## src/rtl/brf_pkg.sv

```systemverilog
// shared types and codes for the byte ring fifo with backspace
package brf_pkg;

  typedef enum logic [1:0] {
    ACT_PUT       = 2'd0,
    ACT_GET       = 2'd1,
    ACT_BACKSPACE = 2'd2,
    ACT_CLEAR     = 2'd3
  } action_t;

  typedef enum logic [1:0] {
    ST_OK    = 2'd0,
    ST_FULL  = 2'd1,
    ST_EMPTY = 2'd2
  } status_t;

  typedef enum logic {
    S_IDLE = 1'b0,
    S_RESP = 1'b1
  } state_t;

  localparam int DATA_W  = 8;
  localparam int FILL_W  = 8;
  localparam int CODE_W  = 2;

  typedef struct packed {
    logic exec;
  } cmd_t;

endpackage

```

## src/rtl/byte_ring_fifo_with_backspace.sv

```systemverilog
// top level of the byte ring fifo with backspace
//
//  channel | ports            | tuser        | tdata
//  --------+------------------+--------------+------------------------------------
//  input   | in_tvalid/tready | [1:0] action | [7:0] data_in
//  output  | out_tvalid/tready| [1:0] status | [7:0] data_out, [15:8] fill_count
//
// one word at a time: a word is accepted and its result is offered from the next
// cycle; in_tready stays low while a result is offered, so no new word is
// accepted until the result is taken
// a stalled result holds in_tready low until out_tready takes it
// rst_n clears pointers and count; slot contents are not cleared
module byte_ring_fifo_with_backspace #(
  parameter int SLOT_COUNT = 256
) (
  input  logic        clk,
  input  logic        rst_n,
  input  logic        in_tvalid,
  output logic        in_tready,
  input  logic [7:0]  in_tdata,   // [7:0] data_in
  input  logic [1:0]  in_tuser,   // [1:0] action
  output logic        out_tvalid,
  input  logic        out_tready,
  output logic [15:0] out_tdata,  // [7:0] data_out, [15:8] fill_count
  output logic [1:0]  out_tuser   // [1:0] status
);
  import brf_pkg::*;

  cmd_t              cmd;
  logic [DATA_W-1:0] data_out;
  logic [FILL_W-1:0] fill_count;

  brf_ctrl u_ctrl (
    .clk        (clk),
    .rst_n      (rst_n),
    .in_tvalid  (in_tvalid),
    .in_tready  (in_tready),
    .out_tvalid (out_tvalid),
    .out_tready (out_tready),
    .cmd        (cmd)
  );

  brf_dpath #(
    .SLOT_COUNT (SLOT_COUNT)
  ) u_dpath (
    .clk        (clk),
    .rst_n      (rst_n),
    .cmd        (cmd),
    .action     (in_tuser),
    .data_in    (in_tdata),
    .status     (out_tuser),
    .data_out   (data_out),
    .fill_count (fill_count)
  );

  assign out_tdata = {fill_count, data_out};

endmodule

```

## src/rtl/brf_ctrl.sv

```systemverilog
// handshake controller: takes one word, then holds its result until taken
module brf_ctrl (
  input  logic          clk,
  input  logic          rst_n,
  input  logic          in_tvalid,
  output logic          in_tready,
  output logic          out_tvalid,
  input  logic          out_tready,
  output brf_pkg::cmd_t cmd
);
  import brf_pkg::*;

  state_t state_r;
  state_t state_nxt;

  always_ff @(posedge clk) begin
    if (!rst_n) begin
      state_r <= S_IDLE;
    end else begin
      state_r <= state_nxt;
    end
  end

  always_comb begin
    state_nxt = state_r;
    unique case (state_r)
      S_IDLE: begin
        if (in_tvalid) state_nxt = S_RESP;
      end
      S_RESP: begin
        if (out_tready) state_nxt = S_IDLE;
      end
      default: state_nxt = S_IDLE;
    endcase
  end

  always_comb begin
    in_tready  = 1'b0;
    out_tvalid = 1'b0;
    cmd.exec   = 1'b0;
    unique case (state_r)
      S_IDLE: begin
        in_tready = 1'b1;
        cmd.exec  = in_tvalid;
      end
      S_RESP: begin
        out_tvalid = 1'b1;
      end
      default: begin
        in_tready = 1'b0;
      end
    endcase
  end

endmodule

```

## src/rtl/brf_dpath.sv

```systemverilog
// datapath: slot memory, pointers, fill count and result registers
module brf_dpath #(
  parameter int SLOT_COUNT = 256
) (
  input  logic                          clk,
  input  logic                          rst_n,
  input  brf_pkg::cmd_t                 cmd,
  input  logic [brf_pkg::CODE_W-1:0]    action,
  input  logic [brf_pkg::DATA_W-1:0]    data_in,
  output logic [brf_pkg::CODE_W-1:0]    status,
  output logic [brf_pkg::DATA_W-1:0]    data_out,
  output logic [brf_pkg::FILL_W-1:0]    fill_count
);
  import brf_pkg::*;

  localparam int PW = (SLOT_COUNT > 1) ? $clog2(SLOT_COUNT) : 1;
  localparam logic [PW-1:0] LAST_SLOT = PW'(SLOT_COUNT - 1);
  localparam logic [PW-1:0] SLOT_LOW  = PW'(SLOT_COUNT);

  logic [DATA_W-1:0] mem [SLOT_COUNT];

  logic [PW-1:0]     rp_r, rp_nxt;
  logic [PW-1:0]     wp_r, wp_nxt;
  logic [PW-1:0]     cnt_r, cnt_nxt;
  logic [CODE_W-1:0] status_r, status_nxt;
  logic              get_ok_r, get_ok_nxt;
  logic [DATA_W-1:0] rd_r;
  logic              we, re;
  logic              empty;
  logic [PW-1:0]     wp_inc, wp_dec, rp_inc;
  logic [PW:0]       diff;

  assign wp_inc = (wp_r == LAST_SLOT) ? '0 : wp_r + 1'b1;
  assign rp_inc = (rp_r == LAST_SLOT) ? '0 : rp_r + 1'b1;
  assign wp_dec = (wp_r == '0) ? LAST_SLOT : wp_r - 1'b1;
  assign empty  = (rp_r == wp_r);

  always_comb begin
    rp_nxt     = rp_r;
    wp_nxt     = wp_r;
    status_nxt = ST_OK;
    get_ok_nxt = 1'b0;
    we         = 1'b0;
    re         = 1'b0;
    unique case (action_t'(action))
      ACT_PUT: begin
        if (wp_inc == rp_r) begin
          status_nxt = ST_FULL;
        end else begin
          we     = cmd.exec;
          wp_nxt = wp_inc;
        end
      end
      ACT_GET: begin
        if (empty) begin
          status_nxt = ST_EMPTY;
        end else begin
          re         = cmd.exec;
          get_ok_nxt = 1'b1;
          rp_nxt     = rp_inc;
        end
      end
      ACT_BACKSPACE: begin
        if (empty) begin
          status_nxt = ST_EMPTY;
        end else begin
          wp_nxt = wp_dec;
        end
      end
      ACT_CLEAR: begin
        rp_nxt = '0;
        wp_nxt = '0;
      end
      default: begin
        rp_nxt = rp_r;
      end
    endcase
  end

  // occupancy modulo slot count
  assign diff    = {1'b0, wp_nxt} - {1'b0, rp_nxt};
  assign cnt_nxt = diff[PW] ? diff[PW-1:0] + SLOT_LOW : diff[PW-1:0];

  always_ff @(posedge clk) begin
    if (!rst_n) begin
      rp_r  <= '0;
      wp_r  <= '0;
      cnt_r <= '0;
    end else if (cmd.exec) begin
      rp_r  <= rp_nxt;
      wp_r  <= wp_nxt;
      cnt_r <= cnt_nxt;
    end
  end

  always_ff @(posedge clk) begin
    if (cmd.exec) begin
      status_r <= status_nxt;
      get_ok_r <= get_ok_nxt;
    end
  end

  always_ff @(posedge clk) begin
    if (we) begin
      mem[wp_r] <= data_in;
    end
    if (re) begin
      rd_r <= mem[rp_r];
    end
  end

  assign status     = status_r;
  assign data_out   = get_ok_r ? rd_r : '0;
  assign fill_count = FILL_W'(cnt_r);

endmodule
```

## config.mk

```make
export PLATFORM = sky130hd
export DESIGN_NAME = byte_ring_fifo_with_backspace
export DESIGN_NICKNAME = d
export VERILOG_FILES = /design/src/rtl/brf_pkg.sv /design/src/rtl/byte_ring_fifo_with_backspace.sv /design/src/rtl/brf_ctrl.sv /design/src/rtl/brf_dpath.sv
export SDC_FILE = /design/constraint.sdc
export NUM_CORES = 2
export LEC_CHECK = 0
export ABC_AREA = 1
export BUFFER_PORTS_ARGS = -buffer_cell sky130_fd_sc_hd__buf_2
export CAP_MARGIN = 20
export CORE_ASPECT_RATIO = 0.5
export CORE_MARGIN = 4
export CORE_UTILIZATION = 25
export CTS_CLUSTER_SIZE = 30
export DETAILED_ROUTE_END_ITERATION = 10
export PLACE_DENSITY = 0.48
export SYNTH_ARGS = -nofsm -noshare
export SYNTH_HDL_FRONTEND = slang
export SYNTH_SLANG_ARGS = --single-unit
```

## constraint.sdc

```tcl
create_clock -name clk -period 3.92 [get_ports clk]
set_clock_uncertainty 0.1 [all_clocks]
set_input_delay 0.784 -clock clk [delete_from_list [all_inputs] [get_ports clk]]
set_output_delay 0.784 -clock clk [all_outputs]
set_load 0.005 [all_outputs]
```

# After elaboration in Yosys (flattened, before gate mapping)

Memory sizes are Yosys's and may differ from the RTL's. A register that Yosys moved wholly into a read port is not among the register bits.
Index checks and enable logic that the tools add are counted.

Output and inout port bits: 20
Word-level logic and storage cells: 47
Flip-flop bits (word level): 28
RAM bits: 2048
Input port bits: 14
Memories kept: 1

Memory list:

| memory      | depth | bits a word | read ports | clocked after memory_dff | wr ports | RTL line        | source |
|---|---|---|---|---|---|---|---|
| u_dpath.mem | 256   | 8           | 1          | 1                        | 1        | brf_dpath.sv:20 | `logic [DATA_W-1:0] mem [SLOT_COUNT];` |

Add/sub/neg operators: 4
Reductions and logical operators: 3
Multiplexer cells: 25
Bitwise gates (word level): 1
Equal/unequal tests: 7

Operator list:

| operator              | number |
|---|---|
| $mux W8               | 7 |
| $pmux W8 S3           | 1 |
| $add A8 B1 Y8 const B | 2 |
| $eq A8 B8 Y1          | 2 |
| $eq A8 B8 Y1 const B  | 2 |
| $pmux W8 S2           | 1 |
| $mux W1               | 13 |
| $logic_not A8 Y1      | 1 |
| $sub A8 B1 Y8 const B | 1 |
| $sub A8 B8 Y8         | 1 |
| $eq A2 B2 Y1 const B  | 2 |
| $pmux W2 S2           | 1 |
| $eq A2 B1 Y1 const B  | 1 |
| $logic_not A2 Y1      | 1 |
| $mux W2               | 1 |
| $pmux W1 S2           | 1 |
| $reduce_or A2 Y1      | 1 |
| $not A1 Y1            | 1 |

# Longest topological paths before layout

Depth in word-level cells: 7
Gate-level depth with buffers: 28
Mapped depth without buffers: 28

# By module

From an unflattened synthesis, not the netlist that was laid out.

Cells, all modules: 6730
Area total of the unflattened synthesis: 83910.5 um^2

Modules (own cells, without submodules):

| module    | sequential area each (um^2) | area each (um^2) | cells each | instances |
|---|---|---|---|---|
| brf_dpath | 62309.8                     | 83856.7          | 6722       | 1 |
| brf_ctrl  | 20.0                        | 53.8             | 8          | 1 |

# Worst setup path after synthesis

Ideal clock, no wire load.

Path type: register to register
Start: reg u_dpath.wp_r[0]
End: reg u_dpath.cnt_r[7] (netlist: u_dpath.fill_count[7])
Setup time: 117 ps
Setup slack: 258 ps
Arrival: 3445 ps
Required time: 3703 ps
Cell stages (with the launch flop): 26
Cell sequence: dfxtp_1 buf_2 inv_1 ha_1 xnor2_1 nand3_1 nor2_2 nand3_4 inv_2 nor2_4 nand2_1 o311ai_0 o21ai_0 o21ai_0 ha_1 nand2_1 o21ai_0 a21oi_1 o21ai_0 nand2_1 nand2_1 a21oi_1 xor2_1 o21ai_0 a21oi_1 nor2_1

Longest elaborated chain between the ends: 6
Elaborated cells between the ends (all ways): 14
Those cells by class: add/sub: 3; eq/ne: 3; mux: 7; reduce/logical: 1

Ends and longest elaborated chain:

| item                                          | RTL line        | source |
|---|---|---|
| start: declaration                            | brf_dpath.sv:23 | `logic [PW-1:0] wp_r, wp_nxt;` |
| start signal: assignment                      | brf_dpath.sv:91 | `wp_r <= wp_nxt;` |
| $add A8 B1 Y8 or $eq A8 B8 Y1 (tied branches) | brf_dpath.sv:33 | `assign wp_inc = (wp_r == LAST_SLOT) ? '0 : wp_r + 1'b1;` |
| $mux W8                                       | brf_dpath.sv:33 |  |
| $eq A8 B8 Y1                                  | brf_dpath.sv:47 | `if (wp_inc == rp_r) begin` |
| $mux W8                                       | brf_dpath.sv:47 |  |
| $pmux W8 S3 *                                 | brf_dpath.sv:45 | `unique case (action_t'(action))` |
| net u_dpath.wp_nxt[1]                         | brf_dpath.sv:23 |  |
| $sub A8 B8 Y8 *                               | brf_dpath.sv:81 | `assign diff = {1'b0, wp_nxt} - {1'b0, rp_nxt};` |
| end signal: assignment                        | brf_dpath.sv:92 | `cnt_r <= cnt_nxt;` |
| end: declaration                              | brf_dpath.sv:24 | `logic [PW-1:0] cnt_r, cnt_nxt;` |

The timed path passes the listed nets; every way through them passes the cells marked *.
A chain may end at the register's enable or synchronous reset.

# Worst setup path in the final report

Start: reg u_dpath.rp_r[0]
End: reg u_dpath.rd_r[3] (read register of u_dpath.mem), data pin

Longest elaborated chain between the ends: 3

Ends and longest elaborated chain:

| item                     | RTL line        | source |
|---|---|---|
| start: declaration       | brf_dpath.sv:22 | `logic [PW-1:0] rp_r, rp_nxt;` |
| start signal: assignment | brf_dpath.sv:90 | `rp_r <= rp_nxt;` |
| $eq A8 B8 Y1             | brf_dpath.sv:36 | `assign empty = (rp_r == wp_r);` |
| $mux W1                  | brf_dpath.sv:55 | `if (empty) begin` |
| $mux W1                  | brf_dpath.sv:45 |  |
| end: declaration         | brf_dpath.sv:27 | `logic [DATA_W-1:0] rd_r;` |

Several ways; a longest one is shown, not always the timed one.

==> flow_summary.toml <==
[grt]
grt-ovfl-total = 0
gr-usage-met3_pct = 2.692
grt_pass1_wl_mm = 382.4
grt.busiest_layer = "met2"
met2_usage_pct = 22.87
grt_max_degree = 166
grt_pass1_vias = 53610
gr-usage-met1_pct = 21.18
grt_usage_pct = 14.73
antenna_found_initial = 16

[place]
routabilityCongestion = 0.8967
preCtsSetupSlack_ps = -66.57
port_buffers = 33
dp_hpwl_mm = 151.7

[power]
p_per_area_nw_per_um2 = 500.5
combPwrFrac_pct = 10.3
switching_share_pct = 24.99
pwr-share-clk_pct = 40.3
peakVddDrop_mv = 0.4881
p_leak_nw = 32.13
power_frac_seq_pct = 49.4
p_switching_mw = 12.43
power.internal_mw = 37.31
power_mw = 49.74

[routing]
wirelength_mm = 264.3
first_pass_iters = 5
vias = 55980
dr.first_iter.drc_count = 6084
drc = 0
avgViaCountPerCell = 4.787
wire_per_inst_um = 22.60
route.antenna.remaining_nets = 0

[yosys]
syn_inst = 6761
synthTopCellsByCount = "edfxtp_1, nor2_1, o21ai_0, o22ai_1, clkbuf_1"
ys_seq_area_share_pct = 74.19
ys_ff_latch = 2084
yosys.area.top_type = "edfxtp_1"
synth-edff-count = 2059
synth_area_leaders = "edfxtp_1, o21ai_0, nor2_1"
synth_nets = 6794
synth.cell_area_um2 = 84010
ys_async_sr_fraction_pct = 0
synth.avg_cell_area_um2 = 12.43
ys_warn_count = 0
synth_top_area_share_pct = 73.59
ys.flop_type = "edfxtp_1"
yosysMostFrequentCell = "edfxtp_1"
yosysUniqueCellTypes = 35

[floorplanning]
start_util_pct = 25.13
ioPinCount = 34
core_um2 = 334300
die_area_um2 = 346000
die_x_um = 827.8
num_rows = 150
fp.dieH_um = 417.9

[layout]
final_nets = 7062
multiInputGateArea_um2 = 19450
drive_gt1_share_pct = 13.19
n_fill_cell = 33900
register_area_um2 = 62350
syn_to_final_growth_pct = 18.28

[critical_path]
cp_data_arrival_time_ps = 4320
cp-startpoint = "u_dpath.rp_r[0]"
cpMaxStageDelayCell = "dfxtp_4"
r2r.worst_path.cells = 11
path_class = "register to register"
worst_r2r_startpoint = "u_dpath.rp_r[0]"
path_cells = "inv_8 > buf_4 > buf_16 > o21ai_0 > o22ai_1 > nor2_1 > o22ai_1 > o21ai_0 > o21ai_1 > o21ai_0 > o22ai_1"
end_kind = "register"
crit_path_start_kind = "register"
crit_buf_inv = 3
crit_family = "compound AO/OA/AOI/OAI gates"
required_ps = 4500
rr_endpoint = "u_dpath.rd_r[3]"
crit_fanout = 136
r2r_slack_ps = 180
slowest_delay_ps = 420

[worst_hold_path]
hold_path_end = "u_ctrl.state_r"
min_from = "out_tready"
holdPathStages = 3
hold_path.class = "primary input to register"

[job]
cap_violations = 0

[timing]
setup_tns_ps = 0
min_period_ps = 3742
final.period_utilization_pct = 95.45
setup_viol = 0
max-slew-margin-rel_pct = 27.85
finalMaxSlewViolations = 0
max_clock_freq_mhz = 267.3
hold_viol_final = 0
fin_ws_ps = 178.3
worstMarginPinSlew_ps = 1078
rsz0062_at_grt = "true"

[clocking]
clk_path_buf_depth = 3
cts_tree = "done"
numCtsBuffers = 210
insertion_delay_ps = 850
htreeDepth = 4
clk_pin_slew_ps = 60
cts_root_buffer = "clkbuf_16"
clock-sinks = 2084

[status]
status = "finished, final reports clean"
[per-stage QoR]
| stage | hold slack [ps] | instance area, um2 | util, % | cells |
|---|---|---|---|---|
| floorplan | 418.6 | 84010 | - | 6761 |
| global placement | 428.2 | 92470 | 27.66 | 11300 |
| detailed placement | 424.8 | 92470 | 27.66 | 11300 |
| CTS | 105.8 | 99230 | 29.69 | 11690 |
| global route | 140.1 | 99370 | 29.73 | 11690 |
| finish | 173.5 | 99370 | 29.73 | 11690 |
[worst min-delay path: stages]
cell and delay (ps):
buf_2 70, nor2_1 40, o21a_1 170
[repair_timing]
action,CTS,global route
hold buffers,0,0
buffers inserted,1,4
endpoints found under the setup margin,91,5
pin swaps,1,6
resized for setup,3,33
[flip-flops by register name, summed over array words and instances, names as in the netlist]
signal              count
u_dpath.fill_count      8
u_dpath.mem          2048
u_dpath.get_ok_r        1
u_dpath.wp_r            8
u_dpath.status          2
u_dpath.rp_r            8
u_ctrl.state_r          1
u_dpath.rd_r            8
[power groups by stage]
stage                     combinational [mW]  clock, mW  sequential, mW
after global placement                  5.10          0            25.0
final                                   5.14       20.0            24.6
after detailed placement                5.10          0            25.0
after CTS                               5.11       20.4            24.6
after global routing                    5.57       21.4            24.6
after floorplan                         2.52          0            25.0
[kinds of logic (layout without fill, tap and decap cells)]
| group | after synthesis | in the layout | share of synthesized area (%) |
|---|---|---|---|
| adder cells (fa/ha/maj) | 19 | 19 | 0.2919 |
| XOR/XNOR | 13 | 13 | 0.1355 |
| AND/OR/NAND/NOR | 1965 | 1965 | 9.187 |
| AO/OA/AOI/OAI | 2079 | 2079 | 13.40 |
| flip-flops | 2084 | 2084 | 74.19 |
| buffers and inverters | 601 | 1049 | 2.794 |
| other | 0 | 1 | 0 |
[cell usage in the layout (no fill, tap or decap), types with 7 or more instances in the layout]
| cell type | count |
|---|---|
| bufinv_16 | 22 |
| dfxtp_1 | 17 |
| xor2_1 | 11 |
| buf_12 | 46 |
| buf_2 | 25 |
| ha_1 | 16 |
| nand4_1 | 15 |
| nand3_2 | 7 |
| nand2_2 | 8 |
| o32ai_1 | 7 |
| inv_6 | 9 |
| nand2_1 | 218 |
| inv_1 | 75 |
| a21oi_1 | 59 |
| buf_4 | 481 |
| clkinv_2 | 36 |
| clkbuf_16 | 213 |
| clkbuf_1 | 45 |
| buf_8 | 8 |
| clkinv_1 | 69 |
| nor2_2 | 46 |
| nand3_1 | 53 |
| edfxtp_1 | 2059 |
| nor3_1 | 13 |
| o21ai_0 | 1355 |
| o31ai_1 | 7 |
| o22ai_1 | 631 |
| nor2_1 | 1593 |
[cell type report]
cell class                 instances  area share (%)
sequential                      2084           62.75
multi-input combinational       4076           19.58
tap                             4484           5.646
clock buffer                     258           5.534
timing repair buffer             563           4.858
clock inverter                   134           1.249
inverter                          94          0.3878
antenna                            1        0.002518
[worst max-delay path by stage]
stage	end	slack [ps]	depth (start not counted)
after floorplan	u_dpath.fill_count[7]	260	25
after global placement	u_dpath.fill_count[7]	-170	30
after detailed placement	u_dpath.fill_count[7]	-70	28
after CTS	u_dpath.fill_count[7]	20	27
after global routing	u_dpath.fill_count[7]	-80	29
final	u_dpath.rd_r[3]	180	11
[metal layers]
layer  wire length [um]  vias to the layer above
li1                   -                    25470
met1             121600                    28310
met2             118000                     1847
met3              18140                      351
met4               6578                        0
met5                  0                        -
Power figures use the tool's default switching activity.
